<file path="src/affine_transform_composer_defines.svh">
// Assertion macros used by the transform composer top level.
`ifndef AFFINE_TRANSFORM_COMPOSER_DEFINES_SVH
`define AFFINE_TRANSFORM_COMPOSER_DEFINES_SVH
// Overlapping implication checked at every rising clock edge outside reset.
`define ATC_ASSERT_IMP(lbl, clk, rst_n, ante, cons) \
    lbl: assert property (@(posedge clk) disable iff (!rst_n) (ante) |-> (cons)) \
        else $error("assertion failed");
// Implication whose consequent is checked in the next cycle.
`define ATC_ASSERT_NXT(lbl, clk, rst_n, ante, cons) \
    lbl: assert property (@(posedge clk) disable iff (!rst_n) (ante) |=> (cons)) \
        else $error("assertion failed");
`endif

</file>
<file path="src/atc_pkg.sv">
// Package with opcodes, constants and arithmetic types of the transform composer.
`timescale 1ns / 1ps
`default_nettype none
package atc_pkg;
    localparam int FRAC_BITS_DEF = 16;
    localparam int CORDIC_STEPS_DEF = 20;

    localparam logic [4:0] OP_IDENT  = 5'd0;
    localparam logic [4:0] OP_TRANS  = 5'd1;
    localparam logic [4:0] OP_SCALE  = 5'd2;
    localparam logic [4:0] OP_ROTX   = 5'd3;
    localparam logic [4:0] OP_ROTY   = 5'd4;
    localparam logic [4:0] OP_ROTZ   = 5'd5;
    localparam logic [4:0] OP_PRJXY  = 5'd6;
    localparam logic [4:0] OP_PRJXZ  = 5'd7;
    localparam logic [4:0] OP_PRJYZ  = 5'd8;
    localparam logic [4:0] OP_MIRXY  = 5'd9;
    localparam logic [4:0] OP_MIRXZ  = 5'd10;
    localparam logic [4:0] OP_MIRYZ  = 5'd11;
    localparam logic [4:0] OP_POINT  = 5'd12;
    localparam logic [4:0] OP_VECTOR = 5'd13;
    localparam logic [4:0] OP_WRITE  = 5'd14;
    localparam logic [4:0] OP_READ   = 5'd15;
    localparam logic [4:0] OP_XYZROT = 5'd16;

    localparam logic signed [63:0] CORDIC_GAIN_Q30 = 64'sd652032874;
    localparam logic signed [63:0] DEG_TO_RAD_Q32  = 64'sd74961321;

    typedef logic signed [31:0] t_elem;
    typedef logic signed [63:0] t_acc;

    // Per-lane control travelling from the sequencer to the dot-product lanes.
    typedef struct packed {
        logic clear;
        logic add;
    } t_lane_ctl;

    function automatic logic signed [31:0] atan_q30(input logic [4:0] i);
        logic signed [31:0] v;
        case (i)
            5'd0: v = 32'sd843314857;
            5'd1: v = 32'sd497837829;
            5'd2: v = 32'sd263043837;
            5'd3: v = 32'sd133525159;
            5'd4: v = 32'sd67021687;
            5'd5: v = 32'sd33543516;
            5'd6: v = 32'sd16775851;
            5'd7: v = 32'sd8388437;
            5'd8: v = 32'sd4194283;
            5'd9: v = 32'sd2097149;
            5'd31: v = 32'sd0;
            default: v = 32'sd1 <<< (30 - i);
        endcase
        return v;
    endfunction
endpackage
`default_nettype wire

</file>
<file path="src/atc_lane.sv">
// One dot-product lane: a 32x32 multiplier and an exact split accumulator.
`timescale 1ns / 1ps
`default_nettype none
module atc_lane #(
    parameter int FRAC_BITS = atc_pkg::FRAC_BITS_DEF
) (
    input  wire logic        i_clk,
    input  wire atc_pkg::t_lane_ctl i_ctl,
    input  wire logic signed [31:0] i_a,
    input  wire logic signed [31:0] i_b,
    output logic signed [31:0] o_res,
    output logic             o_sat
);
    logic signed [63:0] r_prod;
    logic               r_padd;
    logic signed [63:0] r_hi;
    logic signed [63:0] r_lo;
    logic signed [63:0] q;
    logic signed [63:0] fin;

    always_comb begin
        q = r_prod >>> FRAC_BITS;
        fin = r_hi + ((r_lo + (64'sd1 <<< (FRAC_BITS - 1))) >>> FRAC_BITS);
    end

    always_ff @(posedge i_clk) begin
        r_prod <= 64'(i_a) * 64'(i_b);
        r_padd <= i_ctl.add;
        if (i_ctl.clear) begin
            r_hi <= '0;
            r_lo <= '0;
        end else if (r_padd) begin
            r_hi <= r_hi + q;
            r_lo <= r_lo + (r_prod - (q <<< FRAC_BITS));
        end
    end

    always_comb begin
        if (fin > 64'sd2147483647) begin
            o_res = 32'sh7fffffff;
            o_sat = 1'b1;
        end else if (fin < -64'sd2147483648) begin
            o_res = 32'sh80000000;
            o_sat = 1'b1;
        end else begin
            o_res = 32'(fin);
            o_sat = 1'b0;
        end
    end
endmodule
`default_nettype wire

</file>
<file path="config.mk">
export PLATFORM = sky130hd
export DESIGN_NAME = atc_lane
export DESIGN_NICKNAME = d
export VERILOG_FILES = /design/src/affine_transform_composer_defines.svh /design/src/atc_pkg.sv /design/src/atc_lane.sv
export SDC_FILE = /design/constraint.sdc
export NUM_CORES = 2
export LEC_CHECK = 0
export ABC_AREA = 1
export BUFFER_PORTS_ARGS = -buffer_cell sky130_fd_sc_hd__buf_2
export CORE_ASPECT_RATIO = 0.7
export CORE_MARGIN = 2
export CORE_UTILIZATION = 40
export DETAILED_ROUTE_END_ITERATION = 6
export HOLD_SLACK_MARGIN = 0.03
export REMOVE_ABC_BUFFERS = 1
export SLEW_MARGIN = 20
export SYNTH_ARGS = -nofsm -noshare
export SYNTH_HDL_FRONTEND = slang
export SYNTH_SLANG_ARGS = --single-unit
</file>
<file path="constraint.sdc">
create_clock -name i_clk -period 10.85 [get_ports i_clk]
set_input_delay 1.085 -clock i_clk [delete_from_list [all_inputs] [get_ports i_clk]]
set_output_delay 1.085 -clock i_clk [all_outputs]
set_load 0.05 [all_outputs]
</file>
### Yosys cells after proc, flatten, opt, wreduce, memory -nomap -nowiden

Cells that the tools add are included.

* add/subtract/negate cells: 5
* $mul: 1
* divide/modulo/power cells: 0
* magnitude comparators: 2
* eq/ne operators: 0
* shift-type cells: 0
* muxes and demuxes: 4
* bitwise logic cells: 0
* reduce and logical (&&, ||, !) cells: 0

Operators with widths (count)
* adder 64 x 48 -> 64 bit: 2
* adder 64 x 17 -> 64 bit (second input constant): 1
* adder 64 bit: 1
* greater-than comparator 64 x 32 -> 1 bit (second input constant): 1
* less-than comparator 64 x 32 -> 1 bit (second input constant): 1
* multiplier 32 x 32 -> 64 bit: 1
* 2-to-1 mux 32 bit: 2
* subtractor 64 bit: 1
* 2-to-1 mux 1 bit: 2

* register bits after elaboration: 193
* bits in latches: 0
* memory bits (writable): 0
* ROM bits: 0
* input port bits: 67
* output and inout bits: 33
* logic and storage cells: 16
* memories: 0

### Logic depth before layout (Yosys ltp)

* depth in word-level cells: 5
* gate-level depth with buffers: 36

### Worst setup path after synthesis

OpenSTA, ideal clock, no wires.

* kind: input port to flip-flop
* from: in i_a[31]
* to: reg r_prod[61]
* library setup time: 0.123 ns
* arrival: 7.704 ns
* data required time: 10.727 ns
* setup slack: 3.023 ns
* stages on the path: 27
* path buffers: 1
* path through: clkbuf_1 nand2_1 inv_1 fa_1 inv_1 fa_1 inv_1 fa_1 fa_1 inv_1 fa_1 inv_1 fa_1 inv_1 fa_1 inv_1 fa_1 ha_1 a21oi_1 inv_1 a21oi_1 inv_1 a21oi_1 o211ai_1 a21oi_1 a21oi_1 xor2_1

* cells in the longest elaborated chain, start to end: 1

Ends and longest elaborated chain
* from (decl): RTL line atc_lane.sv:9 `input wire logic signed [31:0] i_a,`
* multiplier 32 x 32 -> 64 bit: RTL line atc_lane.sv:27 `r_prod <= 64'(i_a) * 64'(i_b);`
* to (signal assigned): RTL line atc_lane.sv:27
* to (decl): RTL line atc_lane.sv:14 `logic signed [63:0] r_prod;`

No other way between the ends.
A chain may end at the register's enable or synchronous reset.

### Worst setup path after layout

* from: in i_b[8]
* to: reg r_prod[63]

* cells in the longest elaborated chain, start to end: 1

Ends and longest elaborated chain
* from (decl): RTL line atc_lane.sv:10 `input wire logic signed [31:0] i_b,`
* multiplier 32 x 32 -> 64 bit: RTL line atc_lane.sv:27

No other way between the ends.

==> summary.md <==
| Metric | Value |
|---|---|
| Status | finished clean |
| GRT Overall Usage | 26.6% |
| Post-route cell area | 63300 µm² |
| Area of the core | 150000 µm² |
| Peak clock frequency supported by timing | 0.106 GHz |
| Root buffer cell | sky130_fd_sc_hd__clkbuf_16 |
| Clock transition time at the flip-flop clock pins of the worst setup and hold paths | 0.08 ns |
| Number of antenna violations at the first check in global routing | 6 |
| Post-CTS repair timing setup buffer count | 0 |
| Required time at the endpoint of the critical path | 11.23 ns |
| Wire length of the first global-routing pass | 316000 µm |
| Effective utilization at floorplan | 40.2% |
| Reg-to-reg critical path endpoint | r_hi[52]$_SDFFE_PP0P_ |
| Quantity of hold-fixing buffers added after cts | 0 |
| Post-route fraction of the period consumed by the critical path | 86.6% |
| Slew margin rel. | 21.0% |
| Cell Rows | 119 |
| CTS tree | done |
| Final setup violating endpoints | 0 |
| Worst hold path type | reg2reg |
| Pins Over Slew Limit | 0 |
| Count of input and output buffers | 99 |
| Startpoint of the most critical hold path | r_hi[63]$_SDFFE_PP0P_ |
| Sinks on Clock Net | 193 |
| Placer's final routability congestion estimate | 0.978 |
| Critical path class | in2reg |
| Ports | 100 |
| Total number of H-tree levels | 4 |
| Number of unique standard cell types used by synthesis | 50 |
| Total half-perimeter wirelength after legalization and detailed placement | 173000 µm |
| Mapped Cells | 8598 |
| #FFs+latches synth | 193 |
| Slew at the pin closest to its max-slew limit | 1.17 ns |
| Start of the worst register-to-register path | r_hi[0]$_SDFFE_PP0P_ |
| Setup crit start | i_b[8] |
| Die span in y | 329 µm |
| Post-synthesis cell area | 60300 µm² |
| Crit Path Max Fanout | 32 |
| Pin count of the biggest net entering global routing | 97 |
| Fill count | 15700 |
| Drt via density | 5.03 |
| Main flop type after synthesis | sky130_fd_sc_hd__dfxtp_1 |
| Multi-input logic area | 46500 µm² |
| Critical path destination | r_prod[63]$_DFF_P_ |
| Mapped Avg Cell Area | 7.01 µm² |
| Count of nets after finishing | 10100 |
| Register-to-register setup slack | 6.86 ns |
| Synth warnings | 0 |
| Reported max-cap violation count | 0 |
| Summed negative setup slack over all endpoints | 0 ns |
| Min Hold Slack | 0.518 ns |
| Detailed Route Iter0 Violations | 5069 |
| Via count of the first global-routing pass | 52900 |
| Number of buffers inserted during clock tree synthesis | 17 |
| Worst-case clock buffer depth | 2 |
| Setup repair after global routing missed its margin | no |
| Register area | 3870 µm² |
| Clock insertion delay at the later pin of the skew report | 0.51 ns |
| Area of the die | 154000 µm² |
| Shortest period the worst path allows | 9.40 ns |
| Arrival time worst endpoint | 9.78 ns |
| Synthesis-to-finish area growth | 5.12% |
| Cell area reported after detailed placement | 62700 µm² |
| Number of design rule violations left after detail routing | 0 |
| Number of gates resized after CTS | 0 |
| Via count | 53000 |
| Horizontal extent of the die | 468 µm |
| Endpoint type of the worst setup path | flop |
| Routed WL per cell | 19.0 µm |
| Number of enable flip-flop cells after synthesis | 0 |
| Total iterations of the first detailed-routing run | 6 |
| Logic depth of the worst register-to-register path | 17 |
| Kind of start point of the critical path | primary input |
| Ratio of cells with drive above 1 in the final layout | 3.09% |
| Sequential-to-total area share from yosys stat | 6.41% |
| Gr ovfl total | 0 |
| Final Hold Vio Count | 0 |
| Final wirelength | 201000 µm |
| Skew final | 0.0233 ns |
| Count of nets left with antenna violations after detail routing | 0 |
| Async SR Flop Fraction | 0% |
## cell usage in the layout, fill, tap and decap left out, drive strengths merged, types with 20 or more instances in the layout
| master | count |
|---|---|
| xor2 | 173 |
| nand3 | 190 |
| buf | 152 |
| o211ai | 25 |
| inv | 2407 |
| o21bai | 26 |
| a31oi | 38 |
| xnor2 | 47 |
| fa | 1084 |
| o21a | 20 |
| nor2 | 615 |
| nor3 | 46 |
| nor4 | 25 |
| nand2 | 2232 |
| ha | 435 |
| o21ai | 269 |
| a21o | 42 |
| dfxtp | 193 |
| a21oi | 359 |
| nand4 | 58 |
## cell usage after synthesis (all sizes together) (42+ instances only)
cell,number,area [µm²]
a21oi,359,1800
fa,1084,21700
inv,2401,9010
nor2,615,2370
clkbuf,227,852
nand4,58,363
xnor2,47,412
nand2,2232,8410
dfxtp,193,3860
ha,435,5440
xor2,173,1520
nor3,46,260
nand3,190,976
o21ai,269,1350
a21o,42,315
## critical path, cell delays in order
cell and delay, ns:
sky130_fd_sc_hd__buf_2 0.67, sky130_fd_sc_hd__nand2_1 0.34, sky130_fd_sc_hd__fa_1 0.71, sky130_fd_sc_hd__fa_1 0.90
sky130_fd_sc_hd__fa_1 0.52, sky130_fd_sc_hd__fa_1 0.51, sky130_fd_sc_hd__inv_1 0.05, sky130_fd_sc_hd__fa_1 0.57
sky130_fd_sc_hd__fa_1 0.44, sky130_fd_sc_hd__fa_1 0.55, sky130_fd_sc_hd__fa_1 0.44, sky130_fd_sc_hd__ha_1 0.43
sky130_fd_sc_hd__nand2_1 0.12, sky130_fd_sc_hd__nor2_1 0.19, sky130_fd_sc_hd__inv_1 0.12, sky130_fd_sc_hd__nor4_1 1.00
sky130_fd_sc_hd__nand3_1 0.20, sky130_fd_sc_hd__nand3_1 0.41, sky130_fd_sc_hd__and3_1 0.29, sky130_fd_sc_hd__nor2_1 0.05
sky130_fd_sc_hd__nand2_1 0.05, sky130_fd_sc_hd__nand2_1 0.05
## area by class of cell
class                      instances  share of cell area [%]
inverter                        2402                    14.2
timing repair buffer             152                    1.41
sequential                       193                    6.10
multi-input combinational       5764                    73.3
clock inverter                    14                   0.265
antenna                            2                 0.00790
clock buffer                      18                   0.693
tap                             1996                    3.94
## cell families (layout without fill, tap and decap cells)
kind of cell,Yosys count,after routing,share of synthesized area (%)
buffers and inverters,2641,2586,16.5
xor gates and xnor gates,220,220,3.20
AOI/OAI and AO/OA,826,826,7.69
adders and majority gates,1519,1519,45.0
and+or+nand+nor,3199,3199,21.2
other,0,2,0
DFF,193,193,6.41
## worst min path at each step
stage / end / depth (start not counted) / slack, ns
2_1_floorplan: r_lo[0]$_SDFFE_PP0P_ / 2 / 0.47
3_3_place_gp: r_lo[0]$_SDFFE_PP0P_ / 2 / 0.48
3_5_place_dp: r_hi[63]$_SDFFE_PP0P_ / 2 / 0.50
4_1_cts: r_hi[63]$_SDFFE_PP0P_ / 2 / 0.51
5_1_grt: r_hi[63]$_SDFFE_PP0P_ / 2 / 0.55
6_report: r_hi[63]$_SDFFE_PP0P_ / 2 / 0.52
## per-stage QoR
stage               util (%)  setup slack (ns)  cells
floorplan                  -              3.26   8359
global placement        41.8              1.40  10500
detailed placement      41.8              1.38  10500
CTS                     42.2              1.89  10500
global route            42.3              1.26  10500
finish                  42.3              1.45  10500
## sequential cells by signal, summed over array words and instances (netlist names)
signal and flops:
r_padd 1, r_lo 64, r_prod 64, r_hi 64
## metal layers
layer	routed length (µm)	global-route usage, %
met1	101000	42.7
met5	13	0
met2	78400	37.1
met3	19300	4.85
met4	2260	3.65
Power is left out: the tool's default activity adds up to more than one toggle a clock period on the data nets, which glitch-free logic cannot reach.
