File: config.mk
export PLATFORM = sky130hd
export DESIGN_NAME = atc_cordic
export DESIGN_NICKNAME = d
export VERILOG_FILES = /design/src/affine_transform_composer_defines.svh /design/src/atc_pkg.sv /design/src/atc_cordic.sv
export SDC_FILE = /design/constraint.sdc
export NUM_CORES = 2
export LEC_CHECK = 0
export ABC_AREA = 1
export BUFFER_PORTS_ARGS = -buffer_cell sky130_fd_sc_hd__buf_2
export CAP_MARGIN = 30
export CELL_PAD_IN_SITES_DETAIL_PLACEMENT = 1
export CELL_PAD_IN_SITES_GLOBAL_PLACEMENT = 1
export CORE_MARGIN = 5
export CORE_UTILIZATION = 35
export DETAILED_ROUTE_END_ITERATION = 10
export GPL_TIMING_DRIVEN = 1
export PLACE_DENSITY_LB_ADDON = 0.25
export SETUP_SLACK_MARGIN = 0.4
export SYNTH_ARGS = -nofsm -noshare
export SYNTH_HDL_FRONTEND = slang
export SYNTH_SLANG_ARGS = --single-unit
export TNS_END_PERCENT = 1
File: constraint.sdc
create_clock -name i_clk -period 19.9 [get_ports i_clk]
set_input_delay 1.99 -clock i_clk [delete_from_list [all_inputs] [get_ports i_clk]]
set_output_delay 1.99 -clock i_clk [all_outputs]
set_load 0.02 [all_outputs]
File: src/affine_transform_composer_defines.svh
// Assertion macros used by the transform composer top level.
`ifndef AFFINE_TRANSFORM_COMPOSER_DEFINES_SVH
`define AFFINE_TRANSFORM_COMPOSER_DEFINES_SVH
// Overlapping implication checked at every rising clock edge outside reset.
`define ATC_ASSERT_IMP(lbl, clk, rst_n, ante, cons) \
    lbl: assert property (@(posedge clk) disable iff (!rst_n) (ante) |-> (cons)) \
        else $error("assertion failed");
// Implication whose consequent is checked in the next cycle.
`define ATC_ASSERT_NXT(lbl, clk, rst_n, ante, cons) \
    lbl: assert property (@(posedge clk) disable iff (!rst_n) (ante) |=> (cons)) \
        else $error("assertion failed");
`endif

File: src/atc_pkg.sv
// Package with opcodes, constants and arithmetic types of the transform composer.
`timescale 1ns / 1ps
`default_nettype none
package atc_pkg;
    localparam int FRAC_BITS_DEF = 16;
    localparam int CORDIC_STEPS_DEF = 20;

    localparam logic [4:0] OP_IDENT  = 5'd0;
    localparam logic [4:0] OP_TRANS  = 5'd1;
    localparam logic [4:0] OP_SCALE  = 5'd2;
    localparam logic [4:0] OP_ROTX   = 5'd3;
    localparam logic [4:0] OP_ROTY   = 5'd4;
    localparam logic [4:0] OP_ROTZ   = 5'd5;
    localparam logic [4:0] OP_PRJXY  = 5'd6;
    localparam logic [4:0] OP_PRJXZ  = 5'd7;
    localparam logic [4:0] OP_PRJYZ  = 5'd8;
    localparam logic [4:0] OP_MIRXY  = 5'd9;
    localparam logic [4:0] OP_MIRXZ  = 5'd10;
    localparam logic [4:0] OP_MIRYZ  = 5'd11;
    localparam logic [4:0] OP_POINT  = 5'd12;
    localparam logic [4:0] OP_VECTOR = 5'd13;
    localparam logic [4:0] OP_WRITE  = 5'd14;
    localparam logic [4:0] OP_READ   = 5'd15;
    localparam logic [4:0] OP_XYZROT = 5'd16;

    localparam logic signed [63:0] CORDIC_GAIN_Q30 = 64'sd652032874;
    localparam logic signed [63:0] DEG_TO_RAD_Q32  = 64'sd74961321;

    typedef logic signed [31:0] t_elem;
    typedef logic signed [63:0] t_acc;

    // Per-lane control travelling from the sequencer to the dot-product lanes.
    typedef struct packed {
        logic clear;
        logic add;
    } t_lane_ctl;

    function automatic logic signed [31:0] atan_q30(input logic [4:0] i);
        logic signed [31:0] v;
        case (i)
            5'd0: v = 32'sd843314857;
            5'd1: v = 32'sd497837829;
            5'd2: v = 32'sd263043837;
            5'd3: v = 32'sd133525159;
            5'd4: v = 32'sd67021687;
            5'd5: v = 32'sd33543516;
            5'd6: v = 32'sd16775851;
            5'd7: v = 32'sd8388437;
            5'd8: v = 32'sd4194283;
            5'd9: v = 32'sd2097149;
            5'd31: v = 32'sd0;
            default: v = 32'sd1 <<< (30 - i);
        endcase
        return v;
    endfunction
endpackage
`default_nettype wire

File: src/atc_cordic.sv
// Iterative CORDIC that turns an angle in degrees into rounded sine and cosine.
`timescale 1ns / 1ps
`default_nettype none
module atc_cordic #(
    parameter int FRAC_BITS = atc_pkg::FRAC_BITS_DEF,
    parameter int CORDIC_STEPS = atc_pkg::CORDIC_STEPS_DEF
) (
    input  wire logic        i_clk,
    input  wire logic        i_rst_n,
    input  wire logic        i_start,
    input  wire logic signed [31:0] i_deg,
    output logic             o_done,
    output logic signed [31:0] o_sin,
    output logic signed [31:0] o_cos
);
    localparam logic [2:0] S_IDLE = 3'd0;
    localparam logic [2:0] S_RED  = 3'd1;
    localparam logic [2:0] S_MUL  = 3'd2;
    localparam logic [2:0] S_ITER = 3'd3;
    localparam logic [2:0] S_GX   = 3'd4;
    localparam logic [2:0] S_GY   = 3'd5;
    localparam logic [2:0] S_FIN  = 3'd6;
    localparam logic [2:0] S_FOLD = 3'd7;
    localparam int NSTEP = (CORDIC_STEPS < 32) ? CORDIC_STEPS : 32;
    // The angle is offset by a multiple of a full turn so that it is positive, and
    // the remainder is then found by one compare and subtract per cycle.
    localparam int KSH = (FRAC_BITS >= 23) ? 0 : 23 - FRAC_BITS;
    localparam logic signed [43:0] FULL = 44'sd360 <<< FRAC_BITS;
    localparam logic signed [43:0] HALF = 44'sd180 <<< FRAC_BITS;
    localparam logic signed [43:0] QUAR = 44'sd90 <<< FRAC_BITS;
    localparam logic signed [43:0] DIV0 = FULL <<< KSH;
    localparam logic signed [35:0] ONE  = 36'sd1 <<< FRAC_BITS;

    logic [2:0] r_state;
    logic [5:0] r_step;
    logic signed [43:0] r_ang;
    logic signed [43:0] r_div;
    logic r_neg;
    logic signed [35:0] r_x, r_y, r_z;
    logic signed [35:0] r_cos, r_sin;
    logic signed [43:0] red, fold;
    logic n_neg;
    logic signed [71:0] zprod;
    logic signed [35:0] dx, dy;
    logic signed [71:0] gprod;
    logic signed [35:0] gx;

    function automatic logic signed [35:0] unit_round(input logic signed [35:0] v);
        logic signed [35:0] t;
        t = (FRAC_BITS == 30) ? v : ((v + (36'sd1 <<< (29 - FRAC_BITS))) >>> (30 - FRAC_BITS));
        if (t > ONE) t = ONE;
        else if (t < -ONE) t = -ONE;
        return t;
    endfunction

    always_comb begin
        red = r_ang;
        if (red >= HALF) red = red - FULL;
        n_neg = 1'b0;
        fold = red;
        if (red > QUAR) begin
            fold = red - HALF;
            n_neg = 1'b1;
        end else if (red < -QUAR) begin
            fold = red + HALF;
            n_neg = 1'b1;
        end
        zprod = 72'(r_ang) * 72'(atc_pkg::DEG_TO_RAD_Q32);
        dx = r_y >>> r_step[4:0];
        dy = r_x >>> r_step[4:0];
        gprod = 72'((r_state == S_GX) ? r_x : r_y) * 72'(atc_pkg::CORDIC_GAIN_Q30);
        gx = 36'((gprod + (72'sd1 <<< 29)) >>> 30);
    end

    always_ff @(posedge i_clk) begin
        if (!i_rst_n) begin
            r_state <= S_IDLE;
            o_done <= 1'b0;
        end else begin
            o_done <= 1'b0;
            case (r_state)
                S_IDLE: begin
                    if (i_start) begin
                        r_ang <= 44'(i_deg) + DIV0;
                        r_div <= DIV0;
                        r_step <= 6'(KSH);
                        r_state <= S_RED;
                    end
                end
                S_RED: begin
                    if (r_ang >= r_div) r_ang <= r_ang - r_div;
                    r_div <= r_div >>> 1;
                    r_step <= r_step - 6'd1;
                    if (r_step == 6'd0) r_state <= S_FOLD;
                end
                S_FOLD: begin
                    r_ang <= fold;
                    r_neg <= n_neg;
                    r_state <= S_MUL;
                end
                S_MUL: begin
                    r_z <= 36'((zprod + (72'sd1 <<< (FRAC_BITS + 1))) >>> (FRAC_BITS + 2));
                    r_x <= 36'sd1 <<< 30;
                    r_y <= '0;
                    r_step <= '0;
                    r_state <= (NSTEP == 0) ? S_GX : S_ITER;
                end
                S_ITER: begin
                    if (r_z >= 0) begin
                        r_x <= r_x - dx;
                        r_y <= r_y + dy;
                        r_z <= r_z - 36'(atc_pkg::atan_q30(r_step[4:0]));
                    end else begin
                        r_x <= r_x + dx;
                        r_y <= r_y - dy;
                        r_z <= r_z + 36'(atc_pkg::atan_q30(r_step[4:0]));
                    end
                    r_step <= r_step + 6'd1;
                    if (r_step == 6'(NSTEP - 1)) r_state <= S_GX;
                end
                S_GX: begin
                    r_cos <= unit_round(gx);
                    r_state <= S_GY;
                end
                S_GY: begin
                    r_sin <= unit_round(gx);
                    r_state <= S_FIN;
                end
                S_FIN: begin
                    o_done <= 1'b1;
                    r_state <= S_IDLE;
                end
                default: r_state <= S_IDLE;
            endcase
        end
    end

    assign o_cos = r_neg ? 32'(-r_cos) : 32'(r_cos);
    assign o_sin = r_neg ? 32'(-r_sin) : 32'(r_sin);
endmodule
`default_nettype wire

After elaboration in Yosys (flattened, before gate mapping)
Cells that the tools add are included.
Word-level totals
  bits in registers: 271
Cells by class
  add/subtract/negate cells: 19
  $mul: 2
  $lt $le $gt $ge: 7
  equality and inequality tests: 22
  shift-type cells: 3
  mux-type cells: 34
  bitwise gates (word level): 1
  reduce and logical (&&, ||, !) cells: 16
Operators by type and width (number)
  $pmux 32 s11: 1
  $mux 32: 10
  $mux 44: 6
  $pmux 36 s2: 3
  $pmux 44 s3: 1
  $mux 36: 3
  $pmux 44 s2: 1
  $add 36x36->36: 2
  $mul 72x30->65 const B: 1
  $mux 72: 1
  $sshr 36x5->36: 2
  $sub 36x36->36: 2
  $add 66x31->66 const B: 1
  $neg 32->32: 2
  $add 54x19->54 const B: 1
  $mul 44x28->54 const B: 1
  $add 44x25->44 const B: 1
  $ge 44x25->1 const B: 1
  $ge 44x44->1: 1
  $gt 44x24->1 const B: 1
  $lt 44x24->1 const B: 1
  $sub 44x25->44 const B: 1
  $sub 44x26->44 const B: 1
  $sub 44x44->44: 1
  other kinds (36): 58

Longest topological paths before layout
  depth in word-level cells: 9
  mapped depth: 62

Worst setup path before layout
OpenSTA, ideal clock, no wires.
  kind: flip-flop to flip-flop
  from: register r_state[2]
  to: register r_cos[10] (data pin)
  library setup time: 254 ps
  arrival time: 9682 ps
  slack: 9964 ps
  cell stages (with the launch flop): 47
  buffers on the path: 4
  clock period less this slack: 9936 ps
  path through: dfxtp_1 buf_2 nand2_2 buf_6 o21ai_0 clkbuf_1 ha_1 inv_1 fa_1 fa_1 fa_1 inv_1 fa_1 fa_1 fa_1 inv_1 fa_1 inv_1 (+11 left out) nand3_1 nor2_1 inv_1 nor2_1 nand2_1 nand2_1 nand2_1 nor2_1 nand2_1 nor2_1 nand4_2 nand2_4 nor2_2 nand3_2 nand2_2 nor2_4 buf_6 nor2_2
Between the ends
  word-level cells in the longest chain between the ends: 8
  elaborated cells between the ends (all ways): 9
Ends and longest elaborated chain
  start: declaration: line atc_cordic.sv:34  | logic [2:0] r_state;
  start signal: assignment: line atc_cordic.sv:106  | r_state <= (NSTEP == 0) ? S_GX : S_ITER;
  $eq 3x3->1 *: line atc_cordic.sv:71  | gprod = 72'((r_state == S_GX) ? r_x : r_y) * 72'(atc_pkg::CORDIC_GAIN_Q30);
  $mux 72 *: line atc_cordic.sv:71
  $mul 72x30->65 *: line atc_cordic.sv:71
  $add 66x31->66 *: line atc_cordic.sv:72  | gx = 36'((gprod + (72'sd1 <<< 29)) >>> 30);
  $add 36x15->36 *: line atc_cordic.sv:50  | t = (FRAC_BITS == 30) ? v : ((v + (36'sd1 <<< (29 - FRAC_BITS))) >>> (30 - FRAC_BITS));
  $lt 22x17->1: line atc_cordic.sv:52  | else if (t < -ONE) t = -ONE;
  $mux 32: line atc_cordic.sv:52
  $mux 32 *: line atc_cordic.sv:51  | if (t > ONE) t = ONE;
  end signal: assignment: line atc_cordic.sv:122  | r_cos <= unit_round(gx);
  end: declaration: line atc_cordic.sv:40  | logic signed [35:0] r_cos, r_sin;
Mark *: on every way between the ends. The rest lies on a longest branch, timed or not.
A chain may end at the register's enable or synchronous reset.

Final worst setup path
  from: register r_state[1]
  to: register r_cos[3] (data pin)
The elaborated chain is that of the path after synthesis.

==> results by group <==
Status
  – Status: completed

GRT
  – Total grt overflow: 0
  – Largest net degree at the start of global routing: 97
  – Antenna violations before repair: 5
  – Global-route wire length before repair: between 300 and 400 mm
  – Tot GR Track Use: between 20% and 30%
  – Vias in the first global route: about 65,000

Finish
  – Fin area: approximately 74,000 um^2
  – Fraction of layout cells with a size suffix above 1: around 4.5%
  – Most common cell after layout, fill and taps aside: inv_1
  – Fill count: 24,190
  – Syn-to-layout area delta: 7.235%
  – Commonest cells after routing, fill and taps aside: inv_1 (2,233), nand2_1 (1,283), fa_1 (926)
  – Final #Nets: approximately 11,000

Synthesis
  – Fraction of registers with async set/reset: 0%
  – Synth Flop Type: edfxtp_1
  – Yosys warning count: 0
  – Net count after synthesis: approximately 11,000
  – Register bit total from synthesis: ~240
  – Largest family of logic cells by synthesized area: adder cells
  – Cells after Synth: 8,929
  – Register area share after synthesis: 10.34%
  – Mux contribution to synthesized area: less than 1%
  – Post-Synth Simple-Gate Area: 15.97%
  – Average size of a mapped cell: 7.728 um^2
  – Synth Area in XOR/XNOR: roughly 5%
  – Post-Synth Adder-Cell Area: a little over two fifths
  – Synth Area in Compound Gates: 11.26%
  – Mapped Area: about 70,000 um^2
  – Post-synth EDFFs: between 200 and 250
  – Synth unique cells: 69

Timing
  – Setup Skew: roughly 0.063 ns
  – Setup violators final: 0
  – RSZ-0062 raised after global routing: false
  – FMAX: ~80 MHz
  – Final period utilization: 62.84%
  – Worst Max-Slew Pin Slew: about 1.0 ns
  – Slew Limit Headroom: 30.26%
  – Fin. Hold Viols: 0
  – Final Max Tran Viols: 0
  – Post-route setup TNS: 0 ns
  – Minimum clock period: 12.50 ns

Clock network
  – CTS HTree Levels: 2
  – Clock Tree Buf Depth: 3
  – CTS root buffer: clkbuf_16
  – # clock sinks: approximately 240
  – CTS tree: built
  – Worst skew pair latency: between 0.6 and 0.7 ns
  – Post-CTS Setup Bufs: 0
  – Clock transition at path regs: about 0.060 ns
  – CTS Hold Bufs: 0
  – CTS Buf Count: 37
  – PostCTS Resize Cnt: 0

Drt
  – Drt wl/cell: between 20 and 25 um
  – Vias: around 60,000
  – Via/cell ratio: roughly 5.1
  – DR DRC count: 0
  – WL final: about 260 mm
  – First DRT Iteration DRCs: around 3,300
  – ANT nets after route: 0
  – First-pass detailed-route iteration total: 6

Floorplan
  – Num rows: ~160
  – I/O pin cnt: 100
  – Die area: a little over 200,000 um^2
  – Width of the die: 454.0 um
  – Die Y: 454.0 um
  – Core area: 196,800 um^2
  – Initial Util: 35.06%

Setup path
  – CP max FO: 77
  – Critical-path top delay cell: o21ai_0
  – Setup crit end: r_cos[3]
  – R2r setup slk: ~7.4 ns
  – Setup crit start: r_state[1]
  – Crit Path Class: reg2reg
  – Critical Path End Type: flop
  – Reg2Reg Launch Point: r_state[1]
  – Worst r2r path cells: 46
  – Critical path data arrival time: between 10 and 15 ns
  – Worst Path Required: 20.24 ns
  – Startpoint types: flop
  – CP max stage delay: a little over 0.9 ns
  – R2R Path End: r_cos[3]

Place
  – Dpl cell area: approximately 73,000 um^2
  – Placer congestion estimate: 0.9454
  – Hpwl dp: 222.0 mm
  – # port buffers: 99

Hold path
  – Worst hold path type: reg2reg

Job
  – Max Cap Violations: 0
## synth_stat cells (41+ instances only)
library cell | number | area share (%)
nor2_1 | 673 | 3.7
nand3_1 | 247 | 1.8
edfxtp_1 | 235 | 10
inv_1 | 2237 | 12
a21oi_1 | 541 | 3.9
clkbuf_1 | 83 | 0.45
fa_1 | 926 | 27
or2_2 | 41 | 0.37
nand4_1 | 74 | 0.67
mux2i_1 | 65 | 0.94
ha_1 | 906 | 16
nand2_1 | 1283 | 7.0
o21ai_0 | 612 | 4.4
xor2_1 | 273 | 3.5
xnor2_1 | 120 | 1.5
nor3_1 | 85 | 0.62
a31oi_1 | 43 | 0.39
## sequential cells by signal, indices dropped and copies added, names as in the netlist
name	count
r_z	36
r_x	36
o_done	1
r_div	32
r_step	6
r_ang	44
r_sin	22
r_neg	1
r_cos	22
r_y	36
r_state	3
## kinds of logic (layout without fill, tap and decap cells)
logic type	Yosys count	count (layout)
DFF	239	239
muxes	65	65
xor gates and xnor gates	394	394
and+or+nand+nor	2574	2574
adders and majority gates	1832	1832
other	0	3
buffers and inverters	2403	2490
AOI/OAI and AO/OA	1422	1422
## worst max-delay path, delay by kind of cell, from the launching register on
family / cells / cell delay, ns
and+or+nand+nor: 22 / 3.72
AOI/OAI and AO/OA: 3 / 1.55
buffers and inverters: 10 / 1.67
xor gates and xnor gates: 2 / 0.42
adders and majority gates: 9 / 4.35
DFF: 1 / 0.36
## how the worst min path moves through the flow
stage | startpoint | end | slack (ns) | depth (start not counted)
global placement | r_div[27] | r_div[26] | 0.51 | 2
detailed placement | r_div[29] | r_div[28] | 0.52 | 2
finish | r_div[30] | r_div[29] | 0.54 | 2
floorplan | r_div[27] | r_div[26] | 0.50 | 2
global route | r_div[27] | r_div[26] | 0.57 | 2
CTS | r_div[27] | r_div[26] | 0.55 | 2
## through the flow
step	hold WS (ns)	setup WS [ns]	utilization, %	instances
6_report	0.5410	7.396	37.60	11660
5_1_grt	0.5729	6.619	37.60	11660
4_1_cts	0.5461	7.468	37.58	11660
3_5_place_dp	0.5232	7.515	36.96	11590
3_3_place_gp	0.5141	7.648	36.96	11590
2_1_floorplan	0.4959	9.964	-	8929
## metal layers
layer | up-vias | part of all wire, % | GRT usage (%)
li1 | 28100 | - | -
met1 | 30100 | 45 | 32.95
met2 | 1035 | 49 | 43.38
met3 | 304 | 3.3 | 2.123
met4 | 4 | 3.2 | 7.075
met5 | - | 0.011 | 0
## area by class of cell
class	count	area, um^2	area share (%)
multi-input cells	6287	52820	71.39
inverters	2263	8494	11.48
flip-flops and latches	239	7137	9.645
well taps	2640	3303	4.464
repair buffers	166	1008	1.363
clock buffers	43	968.4	1.309
clock inverters	18	254.0	0.3433
diodes	3	7.507	0.01015
Power is left out: the tool's default activity adds up to more than one toggle a clock period on the data nets, which glitch-free logic cannot reach.
